<file path="config.mk">
export PLATFORM = sky130hd
export DESIGN_NAME = eil_front
export DESIGN_NICKNAME = d
export VERILOG_FILES = /design/src/rtl/core/eil_pkg.sv /design/src/rtl/core/eil_front.sv
export SDC_FILE = /design/constraint.sdc
export NUM_CORES = 1
export LEC_CHECK = 0
export BUFFER_PORTS_ARGS = -buffer_cell sky130_fd_sc_hd__buf_2
export CAP_MARGIN = 10
export CORE_MARGIN = 2
export CORE_UTILIZATION = 35
export DETAILED_ROUTE_END_ITERATION = 16
export PLACE_DENSITY_LB_ADDON = 0.15
export SLEW_MARGIN = 10
export SYNTH_ARGS = -nofsm -noshare
export SYNTH_HDL_FRONTEND = slang
export SYNTH_SLANG_ARGS = --single-unit
</file>
<file path="constraint.sdc">
create_clock -name clk -period 2.5 [get_ports clk]
set_input_delay 0.25 -clock clk [delete_from_list [all_inputs] [get_ports clk]]
set_output_delay 0.25 -clock clk [all_outputs]
set_load 0.05 [all_outputs]
</file>
<file path="src/rtl/core/eil_pkg.sv">
`default_nettype none
// ----------------------------------------------------------------------------
// eil_pkg: shared types and constants of the ext4 inode locator
// Word layouts of both channels, configuration set, command word and codes.
// ----------------------------------------------------------------------------
package eil_pkg;

  localparam int MAX_GROUPS = 256;
  localparam int GROUP_W    = $clog2(MAX_GROUPS);
  localparam int DIV_STAGES = 32;

  localparam logic [1:0] ERR_OK         = 2'd0;
  localparam logic [1:0] ERR_INODE_ZERO = 2'd1;
  localparam logic [1:0] ERR_GROUP      = 2'd2;

  localparam logic MODE_WRITE     = 1'b0;
  localparam logic MODE_TRANSLATE = 1'b1;

  localparam logic [1:0] REG_GROUP_INODE_COUNT = 2'd0;
  localparam logic [1:0] REG_INODE_RECORD      = 2'd1;
  localparam logic [1:0] REG_LOG_BLOCK_SIZE    = 2'd2;
  localparam logic [1:0] REG_START_SECTOR      = 2'd3;

  typedef struct packed {
    logic        mode;
    logic [7:0]  group_index;
    logic [31:0] table_block;
    logic [31:0] inode_number;
  } in_word_t;

  typedef struct packed {
    logic [63:0] sector;
    logic [15:0] byte_offset;
    logic [1:0]  error;
  } out_word_t;

  typedef struct packed {
    logic [31:0] group_inode_count;
    logic [10:0] inode_record_size;
    logic [2:0]  log_block_size;
    logic [47:0] start_sector;
  } cfg_t;

  // Classified command passed from the front end to the back end.
  typedef struct packed {
    logic        mode;
    logic [7:0]  group_index;
    logic [31:0] table_block;
    logic [31:0] n;
    logic [1:0]  err;
  } cmd_t;

endpackage
`default_nettype wire

</file>
<file path="src/rtl/core/eil_front.sv">
`default_nettype none
// ----------------------------------------------------------------------------
// eil_front: input stage of the inode locator
// Accepts words, classifies trivial errors and forms the zero-based inode.
// ----------------------------------------------------------------------------
module eil_front (
  input  wire logic              clk,
  input  wire logic              rst_n,
  input  wire logic              in_valid,
  output logic                   in_ready,
  input  wire eil_pkg::in_word_t in_word,
  input  wire eil_pkg::cfg_t     cfg,
  output logic                   cmd_valid,
  input  wire logic              cmd_ready,
  output eil_pkg::cmd_t          cmd
);
  import eil_pkg::*;

  logic valid_r;
  cmd_t cmd_r;
  cmd_t cmd_nxt;

  assign in_ready  = !valid_r || cmd_ready;
  assign cmd_valid = valid_r;
  assign cmd       = cmd_r;

  always_comb begin
    cmd_nxt.mode        = in_word.mode;
    cmd_nxt.group_index = in_word.group_index;
    cmd_nxt.table_block = in_word.table_block;
    cmd_nxt.n           = in_word.inode_number - 32'd1;
    if (in_word.mode == MODE_WRITE) begin
      cmd_nxt.err = (32'(in_word.group_index) >= 32'(MAX_GROUPS)) ? ERR_GROUP : ERR_OK;
    end else if (in_word.inode_number == 32'd0) begin
      cmd_nxt.err = ERR_INODE_ZERO;
    end else if (cfg.group_inode_count == 32'd0) begin
      cmd_nxt.err = ERR_GROUP;
    end else begin
      cmd_nxt.err = ERR_OK;
    end
  end

  always_ff @(posedge clk) begin
    if (!rst_n) begin
      valid_r <= 1'b0;
    end else if (in_ready) begin
      valid_r <= in_valid;
    end
    if (in_ready && in_valid) begin
      cmd_r <= cmd_nxt;
    end
  end

endmodule
`default_nettype wire

</file>
======== After elaboration in Yosys (flattened, before gate mapping) ========
Cells that the tools add are included.
cells by class
  shifts and indexed selects .............. 0
  multiply operators ...................... 0
  bitwise logic cells ..................... 1
  muxes and demuxes ....................... 2
  $lt $le $gt $ge ......................... 0
  divide/modulo/power cells ............... 0
  $add $sub $neg .......................... 1
  eq/ne operators ......................... 0
  reduce and logical (&&, ||, !) cells .... 6
operator list
  operator                                            number
  logical NOT 32 bit                                  2
  subtractor 32 x 1 -> 32 bit, second input constant  1
  2-to-1 mux 2 bit                                    1
  OR reduction 2 bit                                  1
  logical AND 1 bit                                   1
  logical NOT 1 bit                                   1
  logical OR 1 bit                                    1
  2-to-1 mux 1 bit                                    1
  NOT 1 bit                                           1
word-level totals
  output and inout port bits .............. 77
  flip-flop bits (word level) ............. 76
  bits in latches ......................... 0
  memories kept ........................... 0
  input bits .............................. 171
  ROM bits ................................ 0
  logic and storage cells ................. 17
  memory bits (writable) .................. 0

======== Longest topological paths before layout ========
  word-level depth ........................ 3
  gate-level depth with buffers ........... 7
  depth with buffers taken out ............ 6

======== Worst setup path after synthesis ========
OpenSTA, ideal clock, no wires.
  path type ............................... register to register
  from .................................... register valid_r (netlist: cmd_valid)
  to ...................................... register cmd_r (netlist bit cmd[0]) (enable)
  stages on the path, launching flop included .. 3
  library setup time ...................... 0.441 ns
  period minus slack after synthesis ...... 3.240 ns
  path slack .............................. -0.740 ns
  data arrival time ....................... 2.799 ns
  path buffers ............................ 0
  required time ........................... 2.059 ns
  path through ............................ dfxtp_1 -> nand2b_1 -> and2_1
between the ends
  word-level cells in the longest chain between the ends .. 3
ends and longest elaborated chain
  element                   line             RTL
  start: declaration        eil_front.sv:19  logic valid_r;
  start signal: assignment  eil_front.sv:47  valid_r <= in_valid;
  logical NOT 1 bit         eil_front.sv:23  assign in_ready = !valid_r || cmd_ready;
  logical OR 1 bit          eil_front.sv:23
  net in_ready              eil_front.sv:10  output logic in_ready,
  logical AND 1 bit         eil_front.sv:49  if (in_ready && in_valid) begin
  end signal: assignment    eil_front.sv:50  cmd_r <= cmd_nxt;
  end: declaration          eil_front.sv:20  cmd_t cmd_r;
The timed path passes the listed nets, and every way through them passes these cells.
A chain may end at the register's enable or synchronous reset.

======== Worst setup path after layout ========
  from .................................... input in_word[13] (netlist bit)
  to ...................................... register cmd_r (netlist bit cmd[1]) (data pin)
between the ends
  word-level cells in the longest chain between the ends .. 2
ends and longest elaborated chain
  element                              line             RTL
  start: declaration                   eil_front.sv:11  input wire eil_pkg::in_word_t in_word,
  logical NOT 32 bit                   eil_front.sv:34  end else if (in_word.inode_number == 32'd0) begin
  OR reduction 2 bit (no source line)  -
Every way passes these cells.

==> metrics.md <==
| Metric | Value |
|---|---|
| Max incr delay on CP | `0.55 ns` |
| Slew @ Worst Pin | `0.505 ns` |
| GP Congestion | `0.724` |
| Worst min path class | `primary input to flop` |
| M1 WL | `3.15 mm` |
| Post-CTS Setup Inserts | `0` |
| Most common cell after layout, fill and taps aside | `buf_2` |
| Ys Warns | `0` |
| Layout area overhead | `44.3%` |
| Mapped Cells | `189` |
| Port bufs | `185` |
| Std-Cell Rows | `33` |
| CTS sink count | `76` |
| CTS tree | `yes` |
| Top Family by Delay on Critical Path | `simple AND/OR/NAND/NOR gates` |
| Worst-path clk slew | `0.09 ns` |
| Vias in the first global route | `2267` |
| Synth Register Bits | `76` |
| Worst setup SP type | `primary input` |
| Final Hold Viols | `0` |
| Setup violators final | `0` |
| WS Path Type | `primary input to flop` |
| Final critical-path share of the clock period | `84.7%` |
| Worst clock skew | `0.0108 ns` |
| Tmin final | `2.12 ns` |
| Final WL | `7.61 mm` |
| DRT Pass-1 Iters | `4` |
| Sequential area share after synthesis | `75.2%` |
| Final WS setup | `0.383 ns` |
| Number of gates resized after cts | `0` |
| Top Layer Used | `met4` |
| DRC violation count after routing | `0` |
| Most frequent CP cell | `or4_4` |
| WP data arrival | `2.22 ns` |
| Die footprint | `9390 um^2` |
| Total power | `3.07 mW` |
| Synthesized area | `3020 um^2` |
| TritonCTS Buffers | `9` |
| Worst-path cell chain | `buf_2 -> or4_4 -> or4_4 -> or4_4 -> o311a_1` |
| Initial detailed-routing violation count | `74` |
| Largest net degree at the start of global routing | `40` |
| Die W | `96.9 um` |
| Worst path slowest cell | `or4_4` |
| Clock root buffer | `clkbuf_8` |
| Met2 wire length | `3.61 mm` |
| Core Area | `8300 um^2` |
| VDD IR max | `0.223 mV` |
| Wire per inst | `15.2 um` |
| GRT Overall Usage | `16.3%` |
| Num ports | `248` |
| H-tree depth | `3` |
| Mean number of vias per cell | `4.70` |
| Setup_tns | `0 ns` |
| DP Worst Slack | `0.00182 ns` |
| HPWL after detailed placement | `6.17 mm` |
| Starting Density | `36.4%` |
| RSZ-0062 raised after global routing | `false` |
| Hold slack | `0.0708 ns` |
| Final net count | `561` |
| # diodes | `0` |
| ANT nets after route | `0` |
| Most frequent cells in the layout | `buf_2 (185), edfxtp_1 (75), nor4_1 (19), xor2_1 (18), nor2_1 (10)` |
| Dominant cell type by area after synthesis | `edfxtp_1` |
| Syn_nets | `361` |
| Finished Core Util | `52.5%` |
| Mean post-synth cell area | `16.0 um^2` |
| Share of cells above drive strength 1 | `54.6%` |
| Slew margin rel. | `66.3%` |
| CP Max Fanout | `3` |
| Die H | `96.9 um` |
| CP Capture Type | `flop` |
| Fmax | `472 MHz` |
| Final Max Tran Viols | `0` |
| Yosys top cell area share | `74.5%` |
| Worst path buffer plus inverter count | `1` |
| Max-cap violations | `0` |
| Cell variety after synth | `29` |
| Hold buffer count at CTS | `0` |
| Status | `complete, no violations` |
| Power per cell area | `703 nW/um^2` |
| Required @ worst endpoint | `2.60 ns` |
| First-pass GRT wire length | `11.7 mm` |
| Ranking of synthesized cells by area | `edfxtp_1 (75%), xor2_1 (5.2%), nor4_1 (3.9%)` |
| Grt total ovfl | `0` |
| Worst skew pair latency | `0.35 ns` |
| Max Root-Sink Buffers | `2` |
| Routed wl met3 | `748 um` |
| DR vias | `2345` |
| P_leak | `1.86 nW` |
| Initial antenna violation count | `0` |
-- power breakdown --
group          switching, mW  internal (mW)  total (mW)
registers             0.0159           1.49        1.50
clock network          0.468          0.575        1.04
logic                  0.380          0.138       0.518
total                  0.864           2.20        3.07
-- cell families (layout without fill, tap and decap cells) --
logic type / count (synthesis) / in the layout / synth area share (%)
fa+ha+maj: 1 / 1 / 0.414
compound gates: 4 / 4 / 1.12
xor+xnor: 27 / 27 / 7.83
buf+inv: 10 / 215 / 1.28
simple gates: 71 / 71 / 14.2
flops: 76 / 76 / 75.2
-- registers in the layout, indices dropped and copies added, names as in the netlist --
name	cells
cmd	75
cmd_valid	1
-- layout make-up --
type / count / area (um^2)
clock buffers: 10 / 128
well taps: 105 / 131
multi-input cells: 103 / 713
clock inverters: 6 / 95.1
repair buffers: 193 / 998
inverters: 6 / 22.5
fillers: 759 / 3940
flip-flops and latches: 76 / 2270
-- cells in the mapped netlist --
cell / count
nand4_1: 3
nor4bb_1: 2
or2_2: 2
dfxtp_1: 1
edfxtp_1: 75
xnor2_1: 9
clkbuf_1: 3
nor4_1: 19
ha_1: 1
or3_1: 5
or4b_2: 1
a21boi_0: 1
buf_2: 1
nand2_1: 8
nand2b_1: 2
xor2_1: 18
o31ai_1: 1
nand4b_1: 1
nand3_1: 2
o311a_1: 1
o32ai_1: 1
or4_1: 3
nor3b_1: 1
nor3_1: 6
nor4b_1: 2
and2_1: 1
or4_4: 3
nor2_1: 10
inv_1: 6
-- final timing paths --
path,startpoint,end,slack [ns],depth (start not counted)
setup / recovery,in_word[13],cmd[1]$_SDFFCE_PP0P_,0.38,5
hold reg to reg,cmd_valid$_SDFFE_PN0N_,cmd_valid$_SDFFE_PN0N_,0.53,2
setup reg to reg,cmd_valid$_SDFFE_PN0N_,cmd[36]$_DFFE_PP_,0.98,3
hold / removal,in_word[45],cmd[47]$_DFFE_PP_,0.07,1
-- layer usage --
| layer | up-vias | track usage, % |
|---|---|---|
| li1 | 1136 | - |
| met1 | 1073 | 19.7 |
| met2 | 127 | 26.3 |
| met3 | 9 | 6.65 |
| met4 | 0 | 5.53 |
| met5 | - | 0 |
-- per-stage QoR --
stage,instances,cell area [um^2]
2_1_floorplan,189,3020
3_3_place_gp,483,4140
3_5_place_dp,483,4140
4_1_cts,499,4360
5_1_grt,499,4360
6_report,499,4360
(Power assumes the default switching activity.)
