==> config.mk <==
export PLATFORM = sky130hd
export DESIGN_NAME = eil_queue
export DESIGN_NICKNAME = d
export VERILOG_FILES = /design/src/rtl/core/eil_pkg.sv /design/src/rtl/core/eil_queue.sv
export SDC_FILE = /design/constraint.sdc
export NUM_CORES = 1
export LEC_CHECK = 0
export BUFFER_PORTS_ARGS = -buffer_cell sky130_fd_sc_hd__buf_4
export CELL_PAD_IN_SITES_DETAIL_PLACEMENT = 1
export CELL_PAD_IN_SITES_GLOBAL_PLACEMENT = 1
export CORE_ASPECT_RATIO = 1.2
export CORE_MARGIN = 4
export CORE_UTILIZATION = 46
export CTS_BUF_LIST = sky130_fd_sc_hd__clkbuf_4
export CTS_CLUSTER_SIZE = 20
export DETAILED_ROUTE_END_ITERATION = 16
export PLACE_DENSITY = 0.82
export SKIP_CTS_REPAIR_TIMING = 1
export SLEW_MARGIN = 15
export SYNTH_ARGS = -nofsm -noshare
export SYNTH_HDL_FRONTEND = slang
export SYNTH_SLANG_ARGS = --single-unit
==> constraint.sdc <==
create_clock -name clk -period 3.2 [get_ports clk]
set_input_delay 0.64 -clock clk [delete_from_list [all_inputs] [get_ports clk]]
set_output_delay 0.64 -clock clk [all_outputs]
set_load 0.01 [all_outputs]
==> src/rtl/core/eil_pkg.sv <==
`default_nettype none
// ----------------------------------------------------------------------------
// eil_pkg: shared types and constants of the ext4 inode locator
// Word layouts of both channels, configuration set, command word and codes.
// ----------------------------------------------------------------------------
package eil_pkg;

  localparam int MAX_GROUPS = 256;
  localparam int GROUP_W    = $clog2(MAX_GROUPS);
  localparam int DIV_STAGES = 32;

  localparam logic [1:0] ERR_OK         = 2'd0;
  localparam logic [1:0] ERR_INODE_ZERO = 2'd1;
  localparam logic [1:0] ERR_GROUP      = 2'd2;

  localparam logic MODE_WRITE     = 1'b0;
  localparam logic MODE_TRANSLATE = 1'b1;

  localparam logic [1:0] REG_GROUP_INODE_COUNT = 2'd0;
  localparam logic [1:0] REG_INODE_RECORD      = 2'd1;
  localparam logic [1:0] REG_LOG_BLOCK_SIZE    = 2'd2;
  localparam logic [1:0] REG_START_SECTOR      = 2'd3;

  typedef struct packed {
    logic        mode;
    logic [7:0]  group_index;
    logic [31:0] table_block;
    logic [31:0] inode_number;
  } in_word_t;

  typedef struct packed {
    logic [63:0] sector;
    logic [15:0] byte_offset;
    logic [1:0]  error;
  } out_word_t;

  typedef struct packed {
    logic [31:0] group_inode_count;
    logic [10:0] inode_record_size;
    logic [2:0]  log_block_size;
    logic [47:0] start_sector;
  } cfg_t;

  // Classified command passed from the front end to the back end.
  typedef struct packed {
    logic        mode;
    logic [7:0]  group_index;
    logic [31:0] table_block;
    logic [31:0] n;
    logic [1:0]  err;
  } cmd_t;

endpackage
`default_nettype wire

==> src/rtl/core/eil_queue.sv <==
`default_nettype none
// ----------------------------------------------------------------------------
// eil_queue: two-entry command queue
// Decouples the front end from the back end so that each may stall alone.
// ----------------------------------------------------------------------------
module eil_queue (
  input  wire logic          clk,
  input  wire logic          rst_n,
  input  wire logic          push_valid,
  output logic               push_ready,
  input  wire eil_pkg::cmd_t push_cmd,
  output logic               pop_valid,
  input  wire logic          pop_ready,
  output eil_pkg::cmd_t      pop_cmd
);
  import eil_pkg::*;

  cmd_t       slot_r [0:1];
  logic       wptr_r;
  logic       rptr_r;
  logic [1:0] count_r;
  logic       push;
  logic       pop;

  assign push_ready = (count_r != 2'd2);
  assign pop_valid  = (count_r != 2'd0);
  assign pop_cmd    = slot_r[rptr_r];
  assign push       = push_valid && push_ready;
  assign pop        = pop_valid && pop_ready;

  always_ff @(posedge clk) begin
    if (!rst_n) begin
      wptr_r  <= 1'b0;
      rptr_r  <= 1'b0;
      count_r <= 2'd0;
    end else begin
      if (push) begin
        wptr_r <= !wptr_r;
      end
      if (pop) begin
        rptr_r <= !rptr_r;
      end
      count_r <= count_r + 2'(push) - 2'(pop);
    end
    if (push) begin
      slot_r[wptr_r] <= push_cmd;
    end
  end

`ifndef SYNTHESIS
  a_count_bound: assert property (@(posedge clk) disable iff (!rst_n)
    count_r != 2'd3) else $error("queue count out of range");
  a_ptr_match: assert property (@(posedge clk) disable iff (!rst_n)
    (count_r == 2'd0 || count_r == 2'd2) |-> (wptr_r == rptr_r))
    else $error("queue pointers disagree with count");
`endif

endmodule
`default_nettype wire

# After elaboration in Yosys (flattened, before gate mapping)

Memories as Yosys holds them, arrays and structs flattened. A register that Yosys moved wholly into a read port is not among the register bits.
Index checks and enable logic that the tools add are counted.

Register bits: 4
Bits in writable memories: 150
Bits of input ports: 79
Output and inout port bits: 77
Word-level logic and storage cells: 16
Memories kept: 1

Memory list:

| name   | depth | width | read ports | clocked after memory_dff | wr ports | RTL line        | source |
|---|---|---|---|---|---|---|---|
| slot_r | 2     | 75    | 1          | 1                        | 1        | eil_queue.sv:18 | `cmd_t slot_r [0:1];` |

Add/subtract/negate cells: 2
Eq/ne operators: 1
Mux-type cells: 4
Reductions and logical operators: 5

Operators with widths:

| cell                 | count |
|---|---|
| $mux W1              | 4 |
| $add A2 B1 Y2        | 1 |
| $logic_and A1 B1 Y1  | 2 |
| $logic_not A1 Y1     | 2 |
| $ne A2 B2 Y1 const B | 1 |
| $reduce_bool A2 Y1   | 1 |
| $sub A2 B1 Y2        | 1 |

# Logic depth before layout (Yosys ltp)

Word-level depth: 4
Gate-level depth with buffers: 6
Gate-level depth less buffers: 6

# Worst setup path before layout

No wires, ideal clock.

Kind: in2reg
From: input push_valid
To: memory slot_r[1][0] (netlist bit), enable pin
Setup time: 0.442 ns
Arrival time: 2.442 ns
Required time: 2.758 ns
Path slack: 0.316 ns
Cell stages on the path: 1
Path buffers: 0
Path through: and3_1

Longest elaborated chain between the ends: 3

Ends and longest elaborated chain:

| what                          | RTL line        | source |
|---|---|---|
| from (decl)                   | eil_queue.sv:9  | `input wire logic push_valid,` |
| $logic_and A1 B1 Y1           | eil_queue.sv:28 | `assign push = push_valid && push_ready;` |
| $mux W1                       | eil_queue.sv:45 | `if (push) begin` |
| $mux W1 (implied by the code) | eil_queue.sv:46 | `slot_r[wptr_r] <= push_cmd;` |
| to (decl)                     | eil_queue.sv:18 |  |

Every way passes these cells.

==> impl_summary.log <==
[metrics] biggest fanout along the worst timing path: 29
[metrics] min cycle time layout: between 2000 and 3000 ps
[metrics] Worst slew margin: 0.6456
[metrics] number of standard cells in the layout, taps in and fillers out: roughly 610
[metrics] final hold viol count: 0
[metrics] Top Ports: 156
[metrics] via count of the first global-routing pass: 3331
[metrics] number of synthesis warnings: 0
[metrics] power density over cell area: approximately 650 nW/um2
[metrics] final layout net count: 514
[metrics] mean instance size in the synthesized netlist: ~22 um2
[metrics] CTS sink count: about 160
[metrics] transition time at the pin with the least slew margin: between 500 and 600 ps
[metrics] Post-DP HPWL: 8365 um
[metrics] outcome: finished, final reports clean
[metrics] final global-route overflow total: 0
[metrics] Static Leak: 2.881 nW
[metrics] most frequent standard cell in the layout excluding fill and tap cells: sky130_fd_sc_hd__buf_4
[metrics] number of remaining DRC errors: 0
[metrics] fraction of final layout cells sized beyond drive strength 1: 0.5503
[metrics] initial antenna violation count: 0
[metrics] Die Height: roughly 130 um
[metrics] final instance area: around 7500 um2
[metrics] Post-synth top flop: sky130_fd_sc_hd__edfxtp_1
[metrics] Tot GR Track Use: 0.1627
[metrics] mean routed wirelength per cell: ~19 um
[metrics] startpoint-to-endpoint class of the critical path: flip-flop to output pin
[metrics] global placer's final weighted congestion: roughly 0.70
[metrics] synth-to-layout area growth: 27.70%
[metrics] clock buffer depth: 2
[metrics] number of instances in the placed design: roughly 580
[metrics] Die Span X: roughly 110 um
[metrics] final wirelength: about 12000 um
[metrics] total cell area at the placement stage: slightly above 7000 um2
[metrics] worst ir drop on vdd: approximately 0.37 mV
[metrics] DR vias: between 3k and 4k
[metrics] count of endpoints failing setup in the final report: 0
[metrics] largest cells by area after synthesis: sky130_fd_sc_hd__edfxtp_1 77%, sky130_fd_sc_hd__mux2_4 13%, sky130_fd_sc_hd__mux2_1 4.8%
[metrics] reg-to-reg critical path startpoint: count_r[0]
[metrics] highest attainable clock frequency: 365.1 MHz
[metrics] category of the worst setup path capture point: output pin
[metrics] number of nets still failing antenna checks after routing: 0
[metrics] min-delay src: push_cmd[70]
[metrics] port bufs: ~160
[metrics] total negative slack for setup checks: 0 ps
[metrics] Clk Tree Root Cell: sky130_fd_sc_hd__clkbuf_4
[metrics] Critical R2R Capture: slot_r[1][43]
[metrics] setup slack on the worst flop-to-flop path: around 1400 ps
[metrics] average via count per standard cell: between 4 and 5
[metrics] number of synthesized flops with an enable pin: 150
[metrics] First-pass DRT Iterations: 4
[metrics] critical path startpoint category: flip-flop
[metrics] number of antenna cells inserted: 0
[metrics] clock transition at the registers of the reported paths: around 130 ps
[metrics] Worst Hold Margin: 292.3 ps
[metrics] Cell Int Power: between 3 and 4 mW
[metrics] total power consumption of the routed design: 4.911 mW
[metrics] Seq/Total Area, Yosys: 0.7830
[metrics] FFs w/ async S/R, synth: 0
[metrics] Core Rows: 45
[metrics] wire length of the first global-routing pass: 18200 um
[metrics] Register-to-Register Path Depth: 3
[metrics] sw power: 1.324 mW
[metrics] largest net degree at the start of global routing: 44
[metrics] portion of total power attributed to the clock network: 0.218
[metrics] most used cells in the layout excluding fill and tap cells: 158 x sky130_fd_sc_hd__buf_4, 150 x sky130_fd_sc_hd__edfxtp_1, 50 x sky130_fd_sc_hd__mux2_4
[metrics] DIE AREA: 14660 um2
[metrics] Unique masters post-synth: 27
[metrics] switching share of power: 0.2695
[metrics] end of the worst hold path: slot_r[0][70]
[metrics] filler instances: 1171
[metrics] latest clock arrival within the worst-skew pair: approximately 520 ps
[metrics] ratio of final minimum period to clock period: 0.8560
[metrics] Synth Register Bits: about 160
[metrics] TritonCTS clock tree: done
[metrics] clock buffer count from CTS: 17
[metrics] share of the synthesized area in the top cell type: 0.7660
[metrics] fraction of power consumed by sequential logic: 0.524
[metrics] library cell with the largest summed area after synthesis: sky130_fd_sc_hd__edfxtp_1
[metrics] critical path data required time: approximately 2600 ps
[metrics] path type of the worst min-delay path: input pin to flip-flop
[metrics] WHS Path Cells: 1
[metrics] initial detailed-routing violation count: 160
[metrics] clock skew after layout: roughly 13 ps
[metrics] combinational share of power: 0.257
[metrics] cell area after technology mapping: 5881 um2
[metrics] synthesized net count: approximately 340
[metrics] number of levels the H-tree was split into: 4
[metrics] starting density of the core: 0.4663
[metrics] RSZ-0062 raised after global routing: no
[metrics] max-capacitance violation count: 0
[metrics] number of instances in the synthesized netlist: between 200 and 300
[metrics] number of slew-limit violations in the final report: 0
[metrics] Worst Path Arrival: between 2000 and 2500 ps
[metrics] Std-Cell Core Area: between 10000 and 15000 um2
-- routing by layer --
layer	track usage	vias up	part of all wire
met4	0.06491	0	0.024
met1	0.1911	1487	0.39
met5	0	-	0
met3	0.05785	20	0.057
met2	0.2736	111	0.53
li1	-	1387	-
-- power by group through the flow --
| stage | registers (mW) | clock network [mW] | logic [mW] |
|---|---|---|---|
| after floorplan | 2.56 | 0 | 0.776 |
| after global placement | 2.61 | 0 | 1.25 |
| after detailed placement | 2.63 | 0 | 1.29 |
| after CTS | 2.58 | 1.12 | 1.29 |
| after global routing | 2.60 | 1.22 | 1.35 |
| final | 2.57 | 1.07 | 1.26 |
-- worst max path at each step --
| stage | start | endpoint | cells past startpoint |
|---|---|---|---|
| 6_report | flip-flop | pop_cmd[17] | 3 |
| 5_1_grt | flip-flop | pop_cmd[17] | 3 |
| 4_1_cts | flip-flop | pop_cmd[17] | 3 |
| 3_5_place_dp | flip-flop | pop_cmd[17] | 3 |
| 3_3_place_gp | flip-flop | pop_cmd[15] | 3 |
| 2_1_floorplan | push_valid | slot_r[1][0] | 1 |
-- registers in the layout, summed over array words and instances (netlist names), named ones only --
| name | count |
|---|---|
| slot_r | 150 |
| count_r | 2 |
| rptr_r | 1 |
| wptr_r | 1 |
-- critical path, stage by stage (launching register included) --
cell and delay, ps:
sky130_fd_sc_hd__dfxtp_4 680, sky130_fd_sc_hd__buf_4 390, sky130_fd_sc_hd__mux2_1 370, sky130_fd_sc_hd__buf_4 150
-- through the flow --
step / utilization / setup WS [ps]
2_1_floorplan: - / 315.8
6_report: 0.5954 / 460.7
3_5_place_dp: 0.5747 / 957.0
4_1_cts: 0.5954 / 339.1
5_1_grt: 0.5954 / 258.2
3_3_place_gp: 0.5747 / 1009
-- layout make-up --
type,count,area [um2],area share
Clock inverter,13,118.9,0.01583
Inverter,2,8.758,0.001166
Timing Repair Buffer,160,1226,0.1633
Tap cell,164,205.2,0.02732
Multi-Input combinational cell,98,1200,0.1598
Sequential cell,155,4608,0.6136
Clock buffer,19,142.6,0.01899
-- cell families (layout without fill, tap and decap cells) --
kind of cell / after synthesis / after routing / share of synthesized area
xor+xnor: 1 / 1 / 0.001490
buf+inv: 10 / 194 / 0.01383
mux: 75 / 75 / 0.1755
compound gates: 6 / 6 / 0.007445
simple gates: 15 / 15 / 0.01660
fa+ha+maj: 1 / 1 / 0.002127
flops: 155 / 155 / 0.7830
-- cell usage after synthesis, types with 2 or more instances --
cell / instances
sky130_fd_sc_hd__nor2_1: 4
sky130_fd_sc_hd__mux2_1: 25
sky130_fd_sc_hd__dfxtp_1: 5
sky130_fd_sc_hd__edfxtp_1: 150
sky130_fd_sc_hd__mux2_4: 50
sky130_fd_sc_hd__buf_6: 5
sky130_fd_sc_hd__inv_1: 2
sky130_fd_sc_hd__buf_2: 2
sky130_fd_sc_hd__and3_1: 2
No activity file was read; power rests on OpenSTA's default activity.
